[config.mk]
export PLATFORM = sky130hd
export DESIGN_NAME = double_ended_queue_flat
export DESIGN_NICKNAME = d
export VERILOG_FILES = /design/src/rtl/core/deq_pkg.sv /design/src/rtl/core/deq_stream_if.sv /design/src/rtl/core/deq_ctrl.sv /design/src/rtl/core/deq_datapath.sv /design/src/rtl/core/double_ended_queue.sv /design/src/flat_wrapper.sv
export SDC_FILE = /design/constraint.sdc
export NUM_CORES = 2
export LEC_CHECK = 0
export BUFFER_PORTS_ARGS = -buffer_cell sky130_fd_sc_hd__buf_4
export CAP_MARGIN = 10
export CORE_ASPECT_RATIO = 1.4
export CORE_MARGIN = 3
export CORE_UTILIZATION = 45
export DETAILED_ROUTE_END_ITERATION = 8
export SYNTH_ARGS = -nofsm -noshare
export SYNTH_HDL_FRONTEND = slang
export SYNTH_SLANG_ARGS = --single-unit
[constraint.sdc]
create_clock -name clk -period 5.4 [get_ports clk]
set_input_delay 1.35 -clock clk [delete_from_list [all_inputs] [get_ports clk]]
set_output_delay 1.35 -clock clk [all_outputs]
set_load 0.1 [all_outputs]
[src/rtl/core/deq_pkg.sv]
// shared types and codes of the double-ended queue
package deq_pkg;

    typedef enum logic [2:0] {
        FUNC_PUSH_BACK  = 3'd0,
        FUNC_PUSH_FRONT = 3'd1,
        FUNC_POP_BACK   = 3'd2,
        FUNC_POP_FRONT  = 3'd3,
        FUNC_QUERY      = 3'd4
    } func_t;

    typedef enum logic [1:0] {
        STATUS_OK    = 2'd0,
        STATUS_EMPTY = 2'd1,
        STATUS_FULL  = 2'd2
    } status_t;

    // which end word must be refreshed from the slot memory after a pop
    typedef enum logic [1:0] {
        REFRESH_NONE  = 2'd0,
        REFRESH_FRONT = 2'd1,
        REFRESH_BACK  = 2'd2
    } refresh_t;

    typedef enum logic {
        ST_IDLE = 1'b0,
        ST_LOAD = 1'b1
    } state_t;

    typedef struct packed {
        logic [2:0]         func;
        logic signed [31:0] push_value;
    } req_item_t;

    typedef struct packed {
        logic signed [31:0] popped_value;
        logic [1:0]         status;
        logic signed [31:0] front_value;
        logic signed [31:0] back_value;
        logic [6:0]         element_count;
    } rsp_item_t;

    typedef struct packed {
        logic accept;
        logic load;
    } cmd_t;

endpackage

[src/rtl/core/deq_stream_if.sv]
// valid/ready channel carrying one payload per transaction
interface deq_stream_if #(
    parameter type payload_t = deq_pkg::req_item_t
);
    logic     valid;
    logic     ready;
    payload_t payload;

    modport source (output valid, output payload, input ready);
    modport sink (input valid, input payload, output ready);
endinterface

[src/rtl/core/deq_ctrl.sv]
// controller of the double-ended queue: sequencing and output handshake
module deq_ctrl (
    input  logic              clk,
    input  logic              rst_n,
    input  logic              req_valid,
    output logic              req_ready,
    output logic              rsp_valid,
    input  logic              rsp_ready,
    output deq_pkg::cmd_t     cmd
);

    deq_pkg::state_t state_reg;
    deq_pkg::state_t state_next;
    logic            rsp_valid_reg;
    logic            rsp_valid_next;
    logic            out_free;

    assign out_free = !rsp_valid_reg || rsp_ready;

    always_comb
    begin
        state_next = state_reg;
        unique case (state_reg)
            deq_pkg::ST_IDLE:
            begin
                if (req_valid)
                begin
                    state_next = deq_pkg::ST_LOAD;
                end
            end
            deq_pkg::ST_LOAD:
            begin
                if (out_free)
                begin
                    state_next = deq_pkg::ST_IDLE;
                end
            end
            default:
            begin
                state_next = deq_pkg::ST_IDLE;
            end
        endcase
    end

    always_comb
    begin
        req_ready  = (state_reg == deq_pkg::ST_IDLE);
        cmd.accept = (state_reg == deq_pkg::ST_IDLE) && req_valid;
        cmd.load   = (state_reg == deq_pkg::ST_LOAD) && out_free;
    end

    always_comb
    begin
        if (cmd.load)
        begin
            rsp_valid_next = 1'b1;
        end
        else if (rsp_ready)
        begin
            rsp_valid_next = 1'b0;
        end
        else
        begin
            rsp_valid_next = rsp_valid_reg;
        end
    end

    assign rsp_valid = rsp_valid_reg;

    always_ff @(posedge clk or negedge rst_n)
    begin
        if (!rst_n)
        begin
            state_reg     <= deq_pkg::ST_IDLE;
            rsp_valid_reg <= 1'b0;
        end
        else
        begin
            state_reg     <= state_next;
            rsp_valid_reg <= rsp_valid_next;
        end
    end

endmodule

[src/rtl/core/deq_datapath.sv]
// datapath of the double-ended queue: slot memory, indices, end words, result register
module deq_datapath #(
    parameter int DEPTH      = 64,
    parameter int DATA_WIDTH = 32
) (
    input  logic               clk,
    input  logic               rst_n,
    input  deq_pkg::cmd_t      cmd,
    input  deq_pkg::req_item_t req_item,
    output deq_pkg::rsp_item_t rsp_item
);

    localparam int AW = $clog2(DEPTH);
    localparam int CW = $clog2(DEPTH + 1);

    logic [DATA_WIDTH-1:0] mem [DEPTH];

    logic [AW-1:0]         head_reg;
    logic [AW-1:0]         head_next;
    logic [AW-1:0]         tail_reg;
    logic [AW-1:0]         tail_next;
    logic [CW-1:0]         count_reg;
    logic [CW-1:0]         count_next;
    logic [DATA_WIDTH-1:0] front_reg;
    logic [DATA_WIDTH-1:0] front_next;
    logic [DATA_WIDTH-1:0] back_reg;
    logic [DATA_WIDTH-1:0] back_next;
    logic [DATA_WIDTH-1:0] popped_reg;
    logic [DATA_WIDTH-1:0] popped_next;
    deq_pkg::status_t      status_reg;
    deq_pkg::status_t      status_next;
    deq_pkg::refresh_t     refresh_reg;
    deq_pkg::refresh_t     refresh_next;
    logic [DATA_WIDTH-1:0] rd_data_reg;
    deq_pkg::rsp_item_t    rsp_item_reg;

    logic                  wr_en;
    logic [AW-1:0]         wr_addr;
    logic [AW-1:0]         rd_addr;
    logic [DATA_WIDTH-1:0] word;
    logic [63:0]           push_wide;
    logic                  is_full;
    logic                  is_empty;
    logic [DATA_WIDTH-1:0] front_out;
    logic [DATA_WIDTH-1:0] back_out;
    logic [CW+6:0]         count_wide;

    function automatic logic [AW-1:0] next_slot(input logic [AW-1:0] idx);
        return (idx == AW'(DEPTH - 1)) ? '0 : idx + 1'b1;
    endfunction

    function automatic logic [AW-1:0] prev_slot(input logic [AW-1:0] idx);
        return (idx == '0) ? AW'(DEPTH - 1) : idx - 1'b1;
    endfunction

    function automatic logic [31:0] to_field(input logic [DATA_WIDTH-1:0] w);
        logic [63:0] wide;
        wide = 64'(w);
        return wide[31:0];
    endfunction

    assign push_wide = {32'd0, req_item.push_value};
    assign word      = push_wide[DATA_WIDTH-1:0];
    assign is_full   = (count_reg == CW'(DEPTH));
    assign is_empty  = (count_reg == '0);

    always_comb
    begin
        head_next    = head_reg;
        tail_next    = tail_reg;
        count_next   = count_reg;
        front_next   = front_reg;
        back_next    = back_reg;
        popped_next  = '0;
        status_next  = deq_pkg::STATUS_OK;
        refresh_next = deq_pkg::REFRESH_NONE;
        wr_en        = 1'b0;
        wr_addr      = tail_reg;
        rd_addr      = head_reg;
        unique case (req_item.func)
            deq_pkg::FUNC_PUSH_BACK:
            begin
                if (is_full)
                begin
                    status_next = deq_pkg::STATUS_FULL;
                end
                else
                begin
                    wr_en      = 1'b1;
                    wr_addr    = tail_reg;
                    tail_next  = next_slot(tail_reg);
                    count_next = count_reg + 1'b1;
                    back_next  = word;
                    if (is_empty)
                    begin
                        front_next = word;
                    end
                end
            end
            deq_pkg::FUNC_PUSH_FRONT:
            begin
                if (is_full)
                begin
                    status_next = deq_pkg::STATUS_FULL;
                end
                else
                begin
                    wr_en      = 1'b1;
                    wr_addr    = prev_slot(head_reg);
                    head_next  = prev_slot(head_reg);
                    count_next = count_reg + 1'b1;
                    front_next = word;
                    if (is_empty)
                    begin
                        back_next = word;
                    end
                end
            end
            deq_pkg::FUNC_POP_BACK:
            begin
                if (is_empty)
                begin
                    status_next = deq_pkg::STATUS_EMPTY;
                end
                else
                begin
                    popped_next  = back_reg;
                    tail_next    = prev_slot(tail_reg);
                    // new back word sits one slot before the new tail
                    rd_addr      = prev_slot(prev_slot(tail_reg));
                    count_next   = count_reg - 1'b1;
                    refresh_next = deq_pkg::REFRESH_BACK;
                end
            end
            deq_pkg::FUNC_POP_FRONT:
            begin
                if (is_empty)
                begin
                    status_next = deq_pkg::STATUS_EMPTY;
                end
                else
                begin
                    popped_next  = front_reg;
                    head_next    = next_slot(head_reg);
                    rd_addr      = next_slot(head_reg);
                    count_next   = count_reg - 1'b1;
                    refresh_next = deq_pkg::REFRESH_FRONT;
                end
            end
            default:
            begin
                // query and unused codes leave everything alone
                status_next = deq_pkg::STATUS_OK;
            end
        endcase
    end

    always_ff @(posedge clk)
    begin
        if (cmd.accept && wr_en)
        begin
            mem[wr_addr] <= word;
        end
        if (cmd.accept)
        begin
            rd_data_reg <= mem[rd_addr];
        end
    end

    assign front_out  = (refresh_reg == deq_pkg::REFRESH_FRONT) ? rd_data_reg : front_reg;
    assign back_out   = (refresh_reg == deq_pkg::REFRESH_BACK) ? rd_data_reg : back_reg;
    assign count_wide = (CW + 7)'(count_reg);

    always_ff @(posedge clk or negedge rst_n)
    begin
        if (!rst_n)
        begin
            head_reg  <= '0;
            tail_reg  <= '0;
            count_reg <= '0;
        end
        else if (cmd.accept)
        begin
            head_reg  <= head_next;
            tail_reg  <= tail_next;
            count_reg <= count_next;
        end
    end

    always_ff @(posedge clk)
    begin
        if (cmd.accept)
        begin
            front_reg   <= front_next;
            back_reg    <= back_next;
            popped_reg  <= popped_next;
            status_reg  <= status_next;
            refresh_reg <= refresh_next;
        end
        else if (cmd.load)
        begin
            front_reg <= front_out;
            back_reg  <= back_out;
        end
        if (cmd.load)
        begin
            rsp_item_reg.popped_value  <= to_field(popped_reg);
            rsp_item_reg.status        <= status_reg;
            rsp_item_reg.front_value   <= is_empty ? '0 : to_field(front_out);
            rsp_item_reg.back_value    <= is_empty ? '0 : to_field(back_out);
            rsp_item_reg.element_count <= count_wide[6:0];
        end
    end

    assign rsp_item = rsp_item_reg;

endmodule

[src/rtl/core/double_ended_queue.sv]
// Bounded double-ended queue of DEPTH words held in a circular slot memory.
// Each request transaction carries one operation (push back, push front, pop back,
// pop front, query) and gives exactly one response transaction with the popped
// word, a status, the front and back words and the element count. A request
// is taken in the idle state, where the indices are updated and the slot memory is
// written or read; the registered read data reaches the response register in
// the load state once the output is free, and the next request is accepted
// after that load, while the earlier response may still be waiting.
// The front and back words are kept in registers; a pop refreshes the exposed
// end with the one memory read of that item.
module double_ended_queue #(
    parameter int DEPTH      = 64,
    parameter int DATA_WIDTH = 32
) (
    input  logic         clk,
    input  logic         rst_n,
    deq_stream_if.sink   req,
    deq_stream_if.source rsp
);

    deq_pkg::cmd_t      cmd;
    deq_pkg::req_item_t req_item;
    deq_pkg::rsp_item_t rsp_item;

    assign req_item    = req.payload;
    assign rsp.payload = rsp_item;

    deq_ctrl u_ctrl (
        .clk       (clk),
        .rst_n     (rst_n),
        .req_valid (req.valid),
        .req_ready (req.ready),
        .rsp_valid (rsp.valid),
        .rsp_ready (rsp.ready),
        .cmd       (cmd)
    );

    deq_datapath #(
        .DEPTH      (DEPTH),
        .DATA_WIDTH (DATA_WIDTH)
    ) u_datapath (
        .clk      (clk),
        .rst_n    (rst_n),
        .cmd      (cmd),
        .req_item (req_item),
        .rsp_item (rsp_item)
    );

endmodule
[src/flat_wrapper.sv]
// flat-port wrapper written by rule: the top's interface ports become plain ports
module double_ended_queue_flat 
#(
    parameter int DEPTH      = 64,
    parameter int DATA_WIDTH = 32
)
  (clk, rst_n, req_valid, req_payload, req_ready, rsp_valid, rsp_payload, rsp_ready);
  deq_stream_if req_i ();
  deq_stream_if rsp_i ();
  input  logic clk;
  input  logic rst_n;
  input wire logic [$bits(req_i.valid)-1:0] req_valid;
  input wire logic [$bits(req_i.payload)-1:0] req_payload;
  output wire logic [$bits(req_i.ready)-1:0] req_ready;
  output wire logic [$bits(rsp_i.valid)-1:0] rsp_valid;
  output wire logic [$bits(rsp_i.payload)-1:0] rsp_payload;
  input wire logic [$bits(rsp_i.ready)-1:0] rsp_ready;
  assign req_i.valid = req_valid;
  assign req_i.payload = req_payload;
  assign req_ready = req_i.ready;
  assign rsp_valid = rsp_i.valid;
  assign rsp_payload = rsp_i.payload;
  assign rsp_i.ready = rsp_ready;
  double_ended_queue #(.DEPTH(DEPTH), .DATA_WIDTH(DATA_WIDTH)) u_core (.clk(clk), .rst_n(rst_n), .req(req_i), .rsp(rsp_i));
endmodule
## Word-level counts from Yosys, hierarchy flattened

Memories as Yosys holds them, arrays and structs flattened. A register that Yosys moved wholly into a read port is not among the register bits.
Index checks and enable logic that the tools add are counted.

- Output and inout port bits: 37
- Bits of input ports: 39
- Memory bits (writable): 2048
- Flip-flop bits (word level): 90
- Logic and storage cells: 92
- Memories: 1

Memory list:

| name | depth | bits a word | read ports | clocked after Yosys merged registers in | wr ports | line | source |
|---|---|---|---|---|---|---|---|
| u_core.u_datapath.mem | 64 | 32 | 1 | 1 | 1 | deq_datapath.sv:16 | `logic [DATA_WIDTH-1:0] mem [DEPTH];` |

- Mux-type cells: 37
- Equal/unequal tests: 16
- Add/sub/neg operators: 7
- Reduce and logical (&&, ||, !) cells: 21
- Bitwise logic cells: 1

Operators with widths:

| operator | count |
|---|---|
| $mux 32 | 6 |
| $mux 6 | 12 |
| $pmux 32 s2 | 1 |
| $pmux 6 s2 | 3 |
| $logic_not 6->1 | 3 |
| $sub 6x1->6 const B | 3 |
| $mux 7 | 2 |
| $pmux 7 s2 | 1 |
| $add 6x1->6 const B | 2 |
| $eq 6x6->1 const B | 2 |
| $ne 2x2->1 const B | 5 |
| $reduce_bool 2->1 | 5 |
| $mux 1 | 9 |
| $ne 3x3->1 const B | 3 |
| $reduce_and 4->1 | 2 |
| $add 7x1->7 const B | 1 |
| $eq 7x7->1 const B | 1 |
| $logic_not 7->1 | 1 |
| $sub 7x1->7 const B | 1 |
| $eq 3x2->1 const B | 2 |
| $reduce_and 5->1 | 1 |
| $pmux 2 s2 | 1 |
| $reduce_or 2->1 | 2 |
| $eq 3x1->1 const B | 1 |
| 10 further kinds | 12 |

## Depth between registers and ports, before layout

- Depth in word-level cells: 6
- Gate-level depth with buffers: 17

## Hierarchy

A second synthesis with hierarchy kept.

- Cell total of the unflattened synthesis: 4402
- Area, all modules: 89428.3 um^2

Modules (own cells, without submodules):

| module | cells an instance | area an instance (um^2) | instances |
|---|---|---|---|
| deq_datapath | 4393 | 89326.9 | 1 |
| deq_ctrl | 9 | 101.3 | 1 |

## Least setup slack after synthesis

Ideal clock, no wire load.

- Kind: input port to flip-flop
- Start point: in req_payload[32]
- End point: mem u_core.u_datapath.mem[0][0], enable pin
- Path slack: 1164 ps
- Data arrival time: 3823 ps
- Stages: 7
- Buffers on the path: 1
- Cell sequence: inv_1 -> nor2_1 -> and2_1 -> clkbuf_1 -> mux2i_1 -> nand3_1 -> nor2_1

- Cells in the longest elaborated chain, start to end: 6

RTL lines:

| what | line | source |
|---|---|---|
| start: declaration | flat_wrapper.sv:13 | `input wire logic [$bits(req_i.payload)-1:0] req_payload;` |
| $eq 3x1->1 or $logic_not 3->1 (tied branches) | deq_datapath.sv:80 | `unique case (req_item.func)` |
| $reduce_or 2->1 (no line) | n/a |  |
| $mux 1 | n/a |  |
| $logic_and 1x1->1 | deq_datapath.sv:160 | `if (cmd.accept && wr_en)` |
| $mux 1 | deq_datapath.sv:160 |  |
| $mux 1 (implied by the code) | deq_datapath.sv:162 | `mem[wr_addr] <= word;` |
| end: declaration | deq_datapath.sv:16 |  |

Parallel ways exist; a longest one is shown, timed or not.

## Worst setup path in the final report

- Start point: reg u_core.u_datapath.tail_reg[0]
- End point: reg u_core.u_datapath.rd_data_reg[18] (read register of u_core.u_datapath.mem) (data pin)

- Cells in the longest elaborated chain, start to end: 6

RTL lines:

| what | line | source |
|---|---|---|
| start: declaration | deq_datapath.sv:20 | `logic [AW-1:0] tail_reg;` |
| start signal: assignment | deq_datapath.sv:185 | `tail_reg <= tail_next;` |
| $sub 6x1->6 or $logic_not 6->1 (tied branches) | deq_datapath.sv:53 | `return (idx == '0) ? AW'(DEPTH - 1) : idx - 1'b1;` |
| $mux 6 * | deq_datapath.sv:53 |  |
| $sub 6x1->6 or $logic_not 6->1 (tied branches) | deq_datapath.sv:53 |  |
| $mux 6 * | deq_datapath.sv:53 |  |
| $mux 6 * | deq_datapath.sv:121 | `if (is_empty)` |
| $pmux 6 s2 * | deq_datapath.sv:80 |  |
| end: declaration | deq_datapath.sv:34 | `logic [DATA_WIDTH-1:0] rd_data_reg;` |

Mark *: on every way between the ends. The rest lies on a longest branch, timed or not.
A chain may end at the register's enable or synchronous reset.

==> summary.txt <==
Critical path
  – Reg2Reg Depth: 14
  – Critical Path RT: 5970 ps
  – Startpoint types: flip-flop
  – Reg2reg start: u_core.u_datapath.tail_reg[0]
  – WP data arrival: 5510 ps
  – Crit path kind: reg2reg
  – Worst Setup End Kind: flip-flop
  – R2r endpoint: u_core.u_datapath.rd_data_reg[18]
  – CP max FO: 54
  – R2R Setup Slk: 460 ps

Power
  – Combinational power share: 38.4%
  – Clk pwr share: 25.0%
  – Sequential power share: 36.6%
  – Peak supply drop: 480 uV
  – Pwr per Cell Area: 545 nW/um^2
  – Internal Pwr Total: 29800 uW
  – Static leakage: 0.0285 uW
  – P_sw: 17600 uW
  – Switching Share: 37.1%

CTS
  – CTS H-Tree Depth: 4
  – Clock-pin transition on the worst setup and hold timing paths: 70 ps
  – Number of CTS-inserted buffers: 176
  – Hold_buf cts: 0
  – Clock latency on the worst-skew pair: 820 ps
  – TritonCTS clock tree: done
  – CTS max path bufs: 3
  – # Post-CTS Setup Buffers: 0
  – Post-CTS Resized: 0
  – Clock root buffer: clkbuf_16
  – CTS Sinks: 1906

Global route
  – Overflow after GRT: 0
  – GRT Util Overall: 24.8%
  – Initial antenna violation count: 10
  – Vias in the first global route: 43.9k
  – First-pass GRT wire length: 314000 um
  – Pin count of the biggest net entering global routing: 90

Floorplanning
  – IO Count: 76
  – Die X: 353 um
  – Core area: 167000 um^2
  – Cell Rows: 177
  – DIE AREA: 174000 um^2
  – Initial Util: 45.5%
  – Die Ht: 492 um

Synth
  – Warnings, synthesis: 0
  – Number of flops mapped to enable cells by yosys: 1885
  – Seq cells post-synth: 1906
  – Unique masters post-synth: 75
  – Sequential share of the synthesized area: 75.2%
  – Post-synth ARST share: 1.10%
  – Synth Flop Type: edfxtp_1
  – Syn_area_per_cell: 15.7 um^2
  – Syn Nets: 4887
  – Post-Syn Instances: 4834
  – Post-Syn Area: 76000 um^2

Routing
  – Routed Antenna Nets: 1
  – Drt wl/cell: 29.4 um
  – Detailed Route Iter0 Violations: 5044
  – WL final: 219000 um
  – Router iterations before antenna repair: 6
  – Via count: 45.1k
  – DRC violations left: 0
  – Vias per cell: 6.05

Cells and area
  – NumNets Final: 5123
  – Area of the multi-input gates: 17900 um^2
  – Share of layout cells above drive strength 1: 17.1%
  – Most frequent cells in the layout: 1885 x edfxtp_1, 746 x nand2_1, 358 x buf_4
  – Max reg flops: 1792
  – Commonest non-fill, non-tap cell in the layout: edfxtp_1
  – Sequential cell area: 57100 um^2
  – P&R area growth vs syn: 14.4%
  – Filler cell count in the final layout: 13.6k
  – Layout Cells excl Fill: 7461

Timing
  – Fmax: 203 MHz
  – Layout Skew: 49.2 ps
  – Slew margin rel.: 12.9%
  – Final Hold Vio Count: 0
  – RSZ-0062 raised after global routing: no
  – Actual slew at the worst max-slew pin: 1310 ps
  – Final Cycle Share: 91.4%
  – Fin. max-slew vios: 0
  – Endpoints failing setup: 0
  – TNS Setup: 0 ps
  – Min Tclk post-route: 4940 ps

Placed design
  – HPWL Detailed: 123000 um
  – Placer congestion estimate: 0.847
  – PortBufs: 71
  – Cells after DPL: 7128

Flow run
  – Max-Cap Viols: 0

Outcome
  – Status: finished, violations left
  – Failing checks: antenna violations

Worst hold path
  – Hold Path Class: in2async
synthesized netlist by cell type (all sizes together), types with 3 or more instances:
master  instances  area share [%]
a32oi           3           0.035
and4b          27            0.36
o211ai          5           0.056
nor2          211             1.1
a22oi          56            0.55
o21ai          31            0.21
a221oi        110             1.3
a211oi        114             1.1
nor3b           3           0.036
mux2i         113             1.5
edfxtp       1885              74
nand4           4           0.033
a311oi        135             1.6
o32ai          28            0.33
mux4          151             4.5
nor2b           6           0.049
nand2b          7           0.058
o31ai           4           0.046
buf           171             1.1
or3             7           0.058
ha             13            0.21
and2           10           0.082
nand2         749             3.7
clkbuf        178            0.88
xnor2           9            0.10
o22ai           4           0.033
inv            13           0.064
a21oi          86            0.57
a21o           33            0.33
a31oi          90            0.74
nor3           66            0.44
dfrtp          21            0.69
nand3         281             1.9
xor2            5           0.058
and3          166             1.4
mux2            7            0.10
power groups by stage:
stage,Sequential [uW],Clock [uW],Combinational (uW)
after floorplan,18300,0,9980
after global placement,17600,0,18000
after detailed placement,17600,0,18200
after CTS,17300,12100,18200
after global routing,17400,12600,19300
final,17300,11800,18200
logic make-up (layout without fill, tap and decap cells):
kind of cell               after synthesis  after routing  share of synthesized area (%)
buffers and inverters                  362            738                           2.06
muxes                                  271            271                           6.09
adders and majority gates               14             14                          0.240
DFF                                   1906           1906                           75.2
AOI/OAI and AO/OA                      715            715                           7.03
xor gates and xnor gates                14             14                          0.161
other                                    0             14                              0
and+or+nand+nor                       1552           1552                           9.26
worst max path at each step:
stage	startpoint	end	slack, ps	cells after the start
3_3_place_gp	req_payload[33]	u_core.u_datapath.rd_data_reg[11]	150	11
2_1_floorplan	req_payload[32]	u_core.u_datapath.mem[0][0]	1160	7
5_1_grt	u_core.u_datapath.tail_reg[0]	u_core.u_datapath.rd_data_reg[1]	330	12
6_report	u_core.u_datapath.tail_reg[0]	u_core.u_datapath.rd_data_reg[18]	460	14
3_5_place_dp	req_payload[33]	u_core.u_datapath.rd_data_reg[23]	110	12
4_1_cts	u_core.u_datapath.tail_reg[0]	u_core.u_datapath.rd_data_reg[1]	580	12
final cells by class:
class / instances / share of cell area [%]
Multi-Input combinational cell: 2566 / 20.6
Timing Repair Buffer: 407 / 4.20
Tap cell: 2237 / 3.22
Antenna cell: 14 / 0.0403
Clock buffer: 213 / 5.22
Inverter: 13 / 0.0561
Clock inverter: 105 / 0.980
Sequential cell: 1906 / 65.7
through the flow:
stage               setup WS [ps]  power [uW]  instance area, um^2  hold slack [ps]  util (%)
CTS                           583       47600                86900              384      52.1
global placement              150       35700                81500              492      48.8
global route                  328       49300                87000              423      52.1
floorplan                    1160       28300                76000              423         -
finish                        462       47400                87000              432      52.1
detailed placement            110       35800                81500              508      48.8
critical path, stage by stage (launching register included):
cell      delay (ps)
dfrtp_1          390
inv_1            140
ha_1             420
nor4bb_1         290
a41oi_1          120
a21oi_1          530
nor3_1           160
buf_4            190
nor2_4           320
buf_12           320
buf_4            260
a311oi_1         100
nor3_1           770
a311oi_1         300
and4b_1          300
per-layer routing:
layer,track usage [%],vias up,share of wire (%),wire [um]
li1,-,19600,-,-
met1,31.6,23200,38,82900
met2,41.9,1951,50,109000
met3,4.33,387,7.4,16200
met4,11.1,2,4.9,10800
met5,0,-,0.0091,20
No activity file was read; power rests on OpenSTA's default activity.
